--- config.mk ---
export PLATFORM = sky130hd
export DESIGN_NAME = page_frame_manager_lru_top
export DESIGN_NICKNAME = d
export VERILOG_FILES = /design/src/hw/rtl/pfm_pkg.sv /design/src/hw/rtl/pfm_front.sv /design/src/hw/rtl/pfm_back.sv /design/src/hw/rtl/page_frame_manager_lru_top.sv
export SDC_FILE = /design/constraint.sdc
export NUM_CORES = 1
export LEC_CHECK = 0
export BUFFER_PORTS_ARGS = -buffer_cell sky130_fd_sc_hd__buf_2
export CORE_UTILIZATION = 25
export DETAILED_ROUTE_END_ITERATION = 7
export SKIP_LAST_GASP = 1
export SLEW_MARGIN = 10
export SYNTH_ARGS = -nofsm -noshare
export SYNTH_HDL_FRONTEND = slang
export SYNTH_SLANG_ARGS = --single-unit
--- constraint.sdc ---
create_clock -name clk -period 11.9 [get_ports clk]
set_clock_uncertainty 0.05 [all_clocks]
set_input_delay 2.975 -clock clk [delete_from_list [all_inputs] [get_ports clk]]
set_output_delay 2.975 -clock clk [all_outputs]
set_load 0.02 [all_outputs]
--- src/hw/rtl/pfm_pkg.sv ---
`timescale 1ns / 1ps
`default_nettype none
// ----------------------------------------------------------------------------
// pfm_pkg: shared types and constants of the page frame manager
// Frame count, field widths, request modes and result status codes.
// ----------------------------------------------------------------------------
package pfm_pkg;
	localparam int Frames = 16;
	localparam int FrW = $clog2(Frames);
	localparam int CntW = $clog2(Frames + 1);
	localparam int PageW = 31;
	localparam int PinW = 8;
	localparam int OutFrW = 4;

	typedef enum logic [1:0] {
		MODE_FETCH = 2'd0,
		MODE_UNPIN = 2'd1,
		MODE_NEW   = 2'd2,
		MODE_FLUSH = 2'd3
	} mode_t;

	typedef enum logic [2:0] {
		ST_HIT      = 3'd0,
		ST_LOADED   = 3'd1,
		ST_CREATED  = 3'd2,
		ST_NO_FRAME = 3'd3,
		ST_UNPINNED = 3'd4,
		ST_NOT_RES  = 3'd5,
		ST_FLUSHED  = 3'd6,
		ST_NOTHING  = 3'd7
	} status_t;

	typedef struct packed {
		mode_t            mode;
		logic [PageW-1:0] page_id;
		logic             mark_dirty;
	} req_t;

	typedef struct packed {
		status_t          status;
		logic [OutFrW-1:0] frame;
		logic             writeback_needed;
		logic [PageW-1:0] write_page;
		logic             read_needed;
		logic             last;
	} res_t;

	typedef enum logic [2:0] {
		BK_IDLE,
		BK_SCAN,
		BK_DECIDE,
		BK_EMIT,
		BK_FLUSH
	} bk_state_t;
endpackage
`default_nettype wire

--- src/hw/rtl/pfm_front.sv ---
`timescale 1ns / 1ps
`default_nettype none
// ----------------------------------------------------------------------------
// pfm_front: request intake
// Registers incoming words into a two-entry queue feeding the back end.
// ----------------------------------------------------------------------------
module pfm_front import pfm_pkg::*; (
	input  wire logic clk,
	input  wire logic arst_n,
	input  wire logic in_valid,
	output logic      in_ready,
	input  req_t      in_req,
	output logic      q_valid,
	input  wire logic q_take,
	output req_t      q_req
);
	req_t       mem_q [2];
	logic       wp_q, rp_q;
	logic [1:0] cnt_q;
	logic       push, pop;

	assign in_ready = (cnt_q != 2'd2);
	assign push = in_valid && in_ready;
	assign q_valid = (cnt_q != 2'd0);
	assign pop = q_valid && q_take;
	assign q_req = mem_q[rp_q];

	always_ff @(posedge clk) begin
		if (push) mem_q[wp_q] <= in_req;
	end

	always_ff @(posedge clk or negedge arst_n) begin
		if (!arst_n) begin
			wp_q <= 1'b0;
			rp_q <= 1'b0;
			cnt_q <= 2'd0;
		end else begin
			if (push) wp_q <= ~wp_q;
			if (pop) rp_q <= ~rp_q;
			cnt_q <= cnt_q + {1'b0, push} - {1'b0, pop};
		end
	end
endmodule
`default_nettype wire

--- src/hw/rtl/pfm_back.sv ---
`timescale 1ns / 1ps
`default_nettype none
// ----------------------------------------------------------------------------
// pfm_back: frame table and request execution
// Scans frames one per cycle for the page match and the LRU victim, then
// updates the table and emits results through an output register.
// ----------------------------------------------------------------------------
module pfm_back import pfm_pkg::*; (
	input  wire logic clk,
	input  wire logic arst_n,
	input  wire logic q_valid,
	output logic      q_take,
	input  req_t      q_req,
	output logic      out_valid,
	input  wire logic out_ready,
	output res_t      out_res
);
	logic [PageW-1:0] page_q [Frames];
	logic [PinW-1:0]  pin_q  [Frames];
	logic             dirty_q [Frames];
	logic [FrW-1:0]   rank_q [Frames];
	logic [CntW-1:0]  used_q;

	bk_state_t st_q, st_d;
	req_t      req_q;
	logic [CntW-1:0] idx_q;
	logic            hit_q, vic_q;
	logic [FrW-1:0]  hit_f_q, vic_f_q;
	logic            any_q;
	res_t            res_q;
	res_t            res_d;
	logic            ov_q;

	logic [FrW-1:0]  i;
	logic            slot_free;
	logic            go_scan, scan_done, emit_ok;
	logic            fl_step, fl_word, fl_none, more_dirty;

	assign i = idx_q[FrW-1:0];
	assign slot_free = !ov_q || out_ready;
	assign out_valid = ov_q;
	assign out_res = res_q;
	assign scan_done = (idx_q == CntW'(Frames - 1)) || (idx_q + 1'b1 >= used_q);

	// flush: one step per used frame, a word per dirty frame, or one "nothing" word
	assign fl_step = (st_q == BK_FLUSH) && slot_free;
	assign fl_word = fl_step && used_q != '0 && dirty_q[i];
	assign fl_none = fl_step && !fl_word && (used_q == '0 || scan_done) && !any_q;

	// a dirty used frame still ahead of the scan index
	always_comb begin
		more_dirty = 1'b0;
		for (int k = 0; k < Frames; k++)
			if (CntW'(k) > idx_q && CntW'(k) < used_q && dirty_q[k]) more_dirty = 1'b1;
	end

	// next state
	always_comb begin
		st_d = st_q;
		unique case (st_q)
			BK_IDLE: if (q_valid) st_d = (q_req.mode == MODE_FLUSH) ? BK_FLUSH : BK_SCAN;
			BK_SCAN: if (used_q == '0 || scan_done) st_d = BK_DECIDE;
			BK_DECIDE: st_d = BK_EMIT;
			BK_EMIT: if (slot_free) st_d = BK_IDLE;
			BK_FLUSH: if (slot_free && (used_q == '0 || scan_done)) st_d = BK_IDLE;
			default: st_d = BK_IDLE;
		endcase
	end

	// outputs
	always_comb begin
		q_take = (st_q == BK_IDLE) && q_valid;
		go_scan = (st_q == BK_SCAN) && used_q != '0;
		emit_ok = (st_q == BK_EMIT) && slot_free;
	end

	// next result word
	always_comb begin
		res_d = '0;
		res_d.last = 1'b1;
		if (st_q == BK_FLUSH) begin
			if (fl_word) begin
				res_d.status = ST_FLUSHED;
				res_d.frame = OutFrW'(i);
				res_d.writeback_needed = 1'b1;
				res_d.write_page = page_q[i];
				res_d.last = !more_dirty;
			end else begin
				res_d.status = ST_NOTHING;
			end
		end else if (req_q.mode == MODE_UNPIN) begin
			res_d.status = hit_q ? ST_UNPINNED : ST_NOT_RES;
			if (hit_q) res_d.frame = OutFrW'(hit_f_q);
		end else if (hit_q) begin
			res_d.status = (req_q.mode == MODE_FETCH) ? ST_HIT : ST_CREATED;
			res_d.frame = OutFrW'(hit_f_q);
		end else if (used_q != CntW'(Frames) || vic_q) begin
			res_d.status = (req_q.mode == MODE_FETCH) ? ST_LOADED : ST_CREATED;
			res_d.read_needed = (req_q.mode == MODE_FETCH);
			if (used_q != CntW'(Frames)) begin
				res_d.frame = OutFrW'(used_q[FrW-1:0]);
			end else begin
				res_d.frame = OutFrW'(vic_f_q);
				if (dirty_q[vic_f_q]) begin
					res_d.writeback_needed = 1'b1;
					res_d.write_page = page_q[vic_f_q];
				end
			end
		end else begin
			res_d.status = ST_NO_FRAME;
		end
	end

	always_ff @(posedge clk or negedge arst_n) begin
		if (!arst_n) begin
			st_q <= BK_IDLE;
			used_q <= '0;
			ov_q <= 1'b0;
			for (int k = 0; k < Frames; k++) begin
				pin_q[k] <= '0;
				dirty_q[k] <= 1'b0;
			end
		end else begin
			st_q <= st_d;
			if (emit_ok || fl_word || fl_none) ov_q <= 1'b1;
			else if (out_ready) ov_q <= 1'b0;
			if (emit_ok) begin
				if (req_q.mode == MODE_UNPIN) begin
					if (hit_q) begin
						if (req_q.mark_dirty) dirty_q[hit_f_q] <= 1'b1;
						if (pin_q[hit_f_q] != '0) pin_q[hit_f_q] <= pin_q[hit_f_q] - 1'b1;
					end
				end else if (hit_q) begin
					if (pin_q[hit_f_q] != '1) pin_q[hit_f_q] <= pin_q[hit_f_q] + 1'b1;
					if (req_q.mode == MODE_NEW) dirty_q[hit_f_q] <= 1'b1;
					for (int k = 0; k < Frames; k++)
						if (CntW'(k) < used_q && rank_q[k] < rank_q[hit_f_q])
							rank_q[k] <= rank_q[k] + 1'b1;
					rank_q[hit_f_q] <= '0;
				end else if (used_q != CntW'(Frames)) begin
					page_q[used_q[FrW-1:0]] <= req_q.page_id;
					pin_q[used_q[FrW-1:0]] <= PinW'(1);
					dirty_q[used_q[FrW-1:0]] <= (req_q.mode == MODE_NEW);
					for (int k = 0; k < Frames; k++)
						if (CntW'(k) < used_q) rank_q[k] <= rank_q[k] + 1'b1;
					rank_q[used_q[FrW-1:0]] <= '0;
					used_q <= used_q + 1'b1;
				end else if (vic_q) begin
					page_q[vic_f_q] <= req_q.page_id;
					pin_q[vic_f_q] <= PinW'(1);
					dirty_q[vic_f_q] <= (req_q.mode == MODE_NEW);
					for (int k = 0; k < Frames; k++)
						if (rank_q[k] < rank_q[vic_f_q]) rank_q[k] <= rank_q[k] + 1'b1;
					rank_q[vic_f_q] <= '0;
				end
			end
			if (fl_word) dirty_q[i] <= 1'b0;
		end
	end

	// datapath registers
	always_ff @(posedge clk) begin
		if (q_take) begin
			req_q <= q_req;
			idx_q <= '0;
			hit_q <= 1'b0;
			vic_q <= 1'b0;
			any_q <= 1'b0;
		end
		if (go_scan) begin
			idx_q <= idx_q + 1'b1;
			if (!hit_q && page_q[i] == req_q.page_id) begin
				hit_q <= 1'b1;
				hit_f_q <= i;
			end
			if (pin_q[i] == '0 && (!vic_q || rank_q[i] > rank_q[vic_f_q])) begin
				vic_q <= 1'b1;
				vic_f_q <= i;
			end
		end
		if (fl_step && used_q != '0) idx_q <= idx_q + 1'b1;
		if (fl_word) any_q <= 1'b1;
		if (emit_ok || fl_word || fl_none) res_q <= res_d;
	end
endmodule
`default_nettype wire

--- src/hw/rtl/page_frame_manager_lru_top.sv ---
`timescale 1ns / 1ps
`default_nettype none
// ----------------------------------------------------------------------------
// page_frame_manager_lru_top: buffer pool frame manager with LRU replacement
// Tracks page per frame, pin counts, dirty marks and recency ranks.
// ----------------------------------------------------------------------------
// Usage:
//   s_axis: one request word per handshake (mode, page_id, mark_dirty).
//   m_axis: result words; fetch/unpin/new give one word, flush gives one
//   word per dirty used frame in frame order (or one "nothing" word);
//   tlast marks the final word of a request.
//   Fetch/unpin/new are paced by the one-frame-per-cycle scan of the frame
//   table, then pass through a decide and an emit state. Flush steps through
//   the used frames in order, pausing while a result waits in the output register.
//   The back end runs one request at a time and takes the next one only
//   when it is back in idle.
//   A two-word input queue decouples intake from execution, and the output
//   register lets results wait while the queue keeps filling.
//   A stalled m_axis holds the result and pauses the back end.
//   Reset empties the pool: no frame used, all pins and dirty marks zero.
// ----------------------------------------------------------------------------
module page_frame_manager_lru_top import pfm_pkg::*; (
	input  wire logic        clk,
	input  wire logic        arst_n,
	input  wire logic        s_axis_tvalid,
	output logic             s_axis_tready,
	input  wire logic [39:0] s_axis_tdata,  // mode[1:0], page_id[32:2], mark_dirty[33]
	output logic             m_axis_tvalid,
	input  wire logic        m_axis_tready,
	output logic [39:0]      m_axis_tdata,  // status, frame, writeback_needed,
	                                        // write_page, read_needed
	output logic             m_axis_tlast
);
	req_t in_req, q_req;
	res_t res;
	logic q_valid, q_take;

	assign in_req.mode = mode_t'(s_axis_tdata[1:0]);
	assign in_req.page_id = s_axis_tdata[32:2];
	assign in_req.mark_dirty = s_axis_tdata[33];

	pfm_front u_front (
		.clk(clk), .arst_n(arst_n),
		.in_valid(s_axis_tvalid), .in_ready(s_axis_tready), .in_req(in_req),
		.q_valid(q_valid), .q_take(q_take), .q_req(q_req)
	);

	pfm_back u_back (
		.clk(clk), .arst_n(arst_n),
		.q_valid(q_valid), .q_take(q_take), .q_req(q_req),
		.out_valid(m_axis_tvalid), .out_ready(m_axis_tready), .out_res(res)
	);

	// packed low to high: status 3, frame 4, wb 1, write_page 31, read 1
	assign m_axis_tdata = {res.read_needed, res.write_page, res.writeback_needed,
		res.frame, res.status};
	assign m_axis_tlast = res.last;
endmodule
`default_nettype wire

==> results.md, run 1 <==
- WL final: 143000 um
- Die height: 433 um
- Ys Warns: 0
- Final nets: 3428
- CTS tree: yes
- CP peak stage delay: 1.00 ns
- Layout Cells excl Fill: 5804
- Die area: 188000 um2
- IO Port Bufs: 80
- Yosys top cell area share: 0.421
- Worst-Skew Late Latency: 0.74 ns
- VDD IR max: 0.000152 V
- Place WS: 5.33 ns
- Crit start category: flip-flop
- Most frequent cells in the layout: 652 x edfxtp_1, 378 x mux4_2, 232 x nor2_1
- GR peak layer: met2
- Overall routing resource usage: 0.150
- Crit-path slowest cell: nor4b_1
- Hold Buf Count CTS: 0
- #FFs+latches synth: 888
- First-pass GRT wire length: 210000 um
- Max Buffers Root-to-Sink: 3
- Avg Synthesized Cell Area: 14.5 um2
- Starting Density: 0.253
- Count of final hold-check violations: 0
- Clk root buf: clkbuf_16
- Status: completed
- Sequential area share after synthesis: 0.540
- Drt pass-1 iters: 6
- Initial antenna violation count: 11
- CP Data Required Time: 12.43 ns
- Cts bufs inserted: 100
- H-tree lvl count: 3
- FILL cells: 18479
- Delay-heaviest family, CP: simple AND/OR/NAND/NOR gates
- Worst Setup End Kind: flip-flop
- Routed length per instance: 24.6 um
- Final Setup Violations: 0
- Cell count after synthesis: 3203
- Residual DRC: 0
- Syn-to-layout area delta: 14.5%
- RSZ-0062 raised after global routing: false
- Cell type with the largest total area after synthesis: edfxtp_1
- Placed Instance Area: 49800 um2
- Max-cap check violation count: 0
- Final ANT Viol Nets: 0
- WHS: 0.403 ns
- Clock Sinks: 888
- Final global-route overflow total: 0
- Mapped cell area: 46500 um2
- Post-CTS resize count: 0
- GR met2 Demand/Resource: 0.246
- Grt met1 use: 0.195
- Commonest non-fill, non-tap cell in the layout: edfxtp_1
- Rel. slew slack: 0.262
- Netlist cell types: 86
- HPWL Detailed: 88600 um
- Ranking of synthesized cells by area: edfxtp_1 42%, mux4_2 18%, dfrtp_1 8.5%
- Worst Path Buf+Inv: 1
- Vias in the first global route: 30650
- Placed insts: 5613
- Hold WC Path Type: flip-flop to flip-flop
- Pin count of the biggest net entering global routing: 71
- Slew Limit Fails: 0
- Util after Layout: 0.289
- Post-synth EDFFs: 652
- Type of the worst setup path: flip-flop to flip-flop
- Tcrit/Tclk final: 0.504
- Met3 Use GR: 0.0260
- CP Cell Sequence: buf_4 > mux4_2 > mux2i_1 > o2bb2ai_1 > o32ai_1 > nand4_1 > nor4b_1 > nand4bb_1 > mux2_2
- Fin area: 53200 um2
- F_max: 167 MHz
- Worst-path fanout max: 38
- Critical path data arrival time: 6.53 ns
- Design Power: 12.7 mW
- Placer Congestion: 0.935
- Min Tclk post-route: 6.00 ns
- Main synth FF type: edfxtp_1
- Power Density: 239 nW/um2
- Worst slew pin tran: 1.09 ns
- Via count: 30977
- Postcts setup bufs: 0
- Share of post-route cells with drive strength above 1: 0.243
- Core area: 184000 um2
- DR vias/cell: 5.34
- Setup TNS: 0 ns
- CTS clock-pin slew for the worst setup and hold paths: 0.06 ns
- Initial DRC count: 3525
- Rows: 157
- Die W: 433 um
- I/O pin cnt: 87
- Async S/R FF share, synth: 0.177
- Syn Nets: 3380
- Final WS setup: 5.90 ns
- Leakage: 18.2 nW
-- report_power, final --
| part | switching [mW] | internal (mW) | total (mW) | leakage [nW] |
|---|---|---|---|---|
| registers | 0.767 | 4.00 | 4.77 | 8.64 |
| clock network | 1.35 | 1.86 | 3.21 | 1.67 |
| logic | 2.71 | 2.04 | 4.75 | 7.92 |
-- sequential cells by signal, indices dropped and copies added (netlist names), named ones only --
signal and cells:
u_back.out_valid 1, u_back.used_q 5, u_back.hit_q 1, u_back.vic_f_q 4, u_front.wp_q 1, u_back.page_q 496, u_back.idx_q 5, u_back.rank_q 64
u_back.pin_q 128, u_back.dirty_q 16, u_back.any_q 1, u_front.mem_q 68, u_front.rp_q 1, u_back.req_q 34, u_front.cnt_q 2, u_back.vic_q 1
u_back.out_res 41, u_back.hit_f_q 4, u_back.st_q 3
-- cells in the mapped netlist, drive strengths merged, types with 11 or more instances --
cell     number
edfxtp      652
mux4        378
nor2        251
dfrtp       157
a21oi       134
ha          133
nand2       124
a22o        121
clkbuf      110
buf          90
o21ai        86
nand3        84
dfxtp        79
mux2i        76
xnor2        70
inv          60
mux2         60
nor3         59
nor2b        42
a21o         34
nor4         30
o22ai        27
a22oi        25
and3         22
a221oi       21
nand2b       20
xor2         20
o211ai       18
a31oi        14
a211oi       13
and2         13
nand4        13
a2111oi      12
or4          12
o21a         11
-- worst register-to-register path: cells and delay by family (launching register included) --
family / cells / cell delay, ns
AND/OR/NAND/NOR: 3 / 2.00
AO/OA/AOI/OAI: 2 / 0.94
multiplexers: 3 / 1.49
flip-flops: 1 / 0.75
buffers and inverters: 1 / 0.67
-- metal layers --
layer  share of wire  vias up  wire, um
li1                -    13078         -
met1            0.40    16029     57300
met2            0.48     1524     68300
met3           0.075      344     10800
met4           0.046        2      6550
met5        0.000091        -        13
-- cell type report --
type | instances | area (um2) | share of cell area
multi-input cells | 2051 | 20400 | 0.384
inverters | 64 | 240 | 0.00452
flip-flops and latches | 888 | 25100 | 0.472
diodes | 2 | 5.00 | 0.0000941
well taps | 2464 | 3080 | 0.0580
clock buffers | 114 | 2600 | 0.0488
repair buffers | 146 | 915 | 0.0172
clock inverters | 75 | 817 | 0.0154
-- worst paths after layout --
| path | from | to | slack [ns] | cells past startpoint |
|---|---|---|---|---|
| max in group asynchronous | arst_n | u_front.rp_q$_DFFE_PN0P_ | 7.63 | 3 |
| max | flip-flop | flip-flop | 5.90 | 9 |
| min | u_back.any_q$_SDFFE_PP1P_ | u_back.any_q$_SDFFE_PP1P_ | 0.40 | 2 |
| min reg2reg | u_back.any_q$_SDFFE_PP1P_ | u_back.any_q$_SDFFE_PP1P_ | 0.40 | 2 |
| max reg2reg | flip-flop | flip-flop | 5.90 | 9 |
| min in group asynchronous | arst_n | u_back.pin_q[125]$_DFFE_PN0P_ | 2.06 | 1 |
-- logic make-up after synthesis --
| group | share of synthesized area |
|---|---|
| adder cells (fa/ha/maj) | 0.0358 |
| AO/OA/AOI/OAI | 0.0969 |
| flip-flops | 0.540 |
| AND/OR/NAND/NOR | 0.0717 |
| multiplexers | 0.214 |
| buffers and inverters | 0.0243 |
| XOR/XNOR | 0.0170 |
(Power assumes the default switching activity.)
==> run 2: changes to the inputs <==
Clock period 11.9 ns to 6.15 ns, I/O delays scaled along.
==> run 2 against run 1 <==
- critical path depth is the same
- cell area grew 0.22%
- register-to-register slack lost 4.9 ns
- worst setup slack lost 4.9 ns
- first-iteration DRC count grew 4.6%
- worst hold slack gained 0.00088 ns
- core utilization grew 0.065 points
- sequential share of layout area shrank 0.11 points
- final cell count grew 0.33%
- die area is the same
- critical path type unchanged
- largest cell class unchanged
- highest routed layer unchanged
==> results.md, run 2 (same netlist as run 1, synthesis figures left out) <==
- Status: completed
- Slew Limit Fails: 0
- WHS Path Cells: 2
- Residual DRC: 0
- Overall routing resource usage: 0.152
- Final global-route overflow total: 0
- Worst-path fanout max: 45
- Final ANT Viol Nets: 0
- Setup TNS: 0 ns
- Die height: 433 um
- FF+latch area: 25100 um2
- Via count: 31120
- Crit start category: flip-flop
- Final nets: 3454
- Type of the worst setup path: flip-flop to flip-flop
- WL final: 145000 um
- Count of final hold-check violations: 0
- HPWL Detailed: 92600 um
- Max Buffers Root-to-Sink: 3
- Pin count of the biggest net entering global routing: 124
- Delay-heaviest family, CP: simple AND/OR/NAND/NOR gates
- Max FFs per register: 496
- Clk root buf: clkbuf_16
- Rows: 157
- CP Data Required Time: 6.67 ns
- Vias in the first global route: 31074
- Metal2 WL: 68500 um
- Commonest non-fill, non-tap cell in the layout: edfxtp_1
- Power Density: 459 nW/um2
- Core area: 184000 um2
- Share of post-route cells with drive strength above 1: 0.247
- IO Port Bufs: 80
- Worst slew pin tran: 1.33 ns
- Leakage: 18.3 nW
- Initial DRC count: 3686
- H-tree lvl count: 3
- Cts bufs inserted: 98
- DR vias/cell: 5.34
- Worst-Skew Late Latency: 0.72 ns
- CP Cell Sequence: buf_12 > nand2_1 > o2bb2ai_1 > nor3_1 > o32ai_1 > nand4_1 > nor4b_1 > nand4bb_1 > mux2_2
- Clock Sinks: 888
- Multi-input logic area: 20400 um2
- Critical path data arrival time: 5.64 ns
- Final Setup Violations: 0
- Crit-path slowest cell: dfxtp_4
- Met3 WL: 11300 um
- I/O pin cnt: 87
- Placer Congestion: 0.932
- Initial antenna violation count: 13
- Routed length per instance: 24.8 um
- Starting Density: 0.253
- CP peak stage delay: 0.91 ns
- VDD IR max: 0.000424 V
- Most frequent cells in the layout: 652 x edfxtp_1, 378 x mux4_2, 232 x nor2_1
- Worst Setup End Kind: flip-flop
- Postcts setup bufs: 0
- Rel. slew slack: 0.114
- Reg2Reg Depth: 9
- Worst Path Buf+Inv: 1
- Critical Path Stages: 9
- RSZ-0062 raised after global routing: false
- FILL cells: 18475
- Hold Buf Count CTS: 0
- Top layer in use: met5
- Max-cap check violation count: 0
- Post-CTS resize count: 0
- Regs by FF count: u_back.page_q x496, u_back.pin_q x128, u_front.mem_q x68
- Met1 wire length: 57500 um
- Syn-to-layout area delta: 14.7%
- Min Tclk post-route: 5.12 ns
- Biggest register: u_back.page_q
- Tcrit/Tclk final: 0.833
- Die area: 188000 um2
- CTS clock-pin slew for the worst setup and hold paths: 0.06 ns
- First-pass GRT wire length: 214000 um
- Design Power: 24.5 mW
- F_max: 195 MHz
- CTS tree: yes
- Hold WC Path Type: flip-flop to flip-flop
- Die W: 433 um
- Drt pass-1 iters: 6
==> run 2: changes by cell type in the layout (fill, tap and decap cells not counted), moves of 3 or more <==
cell       delta
buf_12        +8
buf_4        +20
bufinv_16     -5
clkbuf_1      +5
clkinv_1      -4
clkinv_2      -7
inv_4         -3
inv_6         +6
==> run 2: cell type report <==
class,count,share of cell area
Sequential cell,888,0.471
Multi-Input combinational cell,2051,0.383
Tap cell,2464,0.0578
Clock buffer,119,0.0489
Timing Repair Buffer,174,0.0230
Clock inverter,60,0.0116
Inverter,64,0.00451
Antenna cell,3,0.000141
==> run 2: routing by layer <==
metal	vias to the layer above	global-route usage
met2	1603	0.247
met1	16054	0.195
met4	2	0.0732
met5	-	0
li1	13134	-
met3	327	0.0288
==> run 2: where the power goes <==
group	internal (mW)	switching (mW)
Sequential	7.74	1.49
Clock	3.38	2.56
Combinational	4.02	5.27
==> run 2: path summary, 6_finish.rpt <==
kind,slack [ns],end,from
hold / removal,0.40,u_back.any_q$_SDFFE_PP1P_,u_back.any_q$_SDFFE_PP1P_
hold reg to reg,0.40,u_back.any_q$_SDFFE_PP1P_,u_back.any_q$_SDFFE_PP1P_
max in group asynchronous,4.19,u_back.pin_q[70]$_DFFE_PN0P_,arst_n
setup reg to reg,1.03,flip-flop,flip-flop
setup / recovery,1.03,flip-flop,flip-flop
min in group asynchronous,0.67,u_back.dirty_q[6]$_DFF_PN0_,arst_n
==> run 2: worst min-delay path, delay by kind of cell, from the launching register on <==
family	cells	cell delay, ns
flops	1	0.31
simple gates	2	0.09
==> run 2: metrics by stage <==
step                 util  instances  hold WS [ns]  setup slack, ns  area (um2)
floorplan               -       3203         0.373             1.25       46500
global placement    0.272       5641         0.385             1.09       50100
detailed placement  0.272       5641         0.394             1.04       50100
CTS                 0.290       5820         0.407             1.02       53300
global route        0.290       5822         0.444            0.821       53300
finish              0.290       5823         0.404             1.03       53300
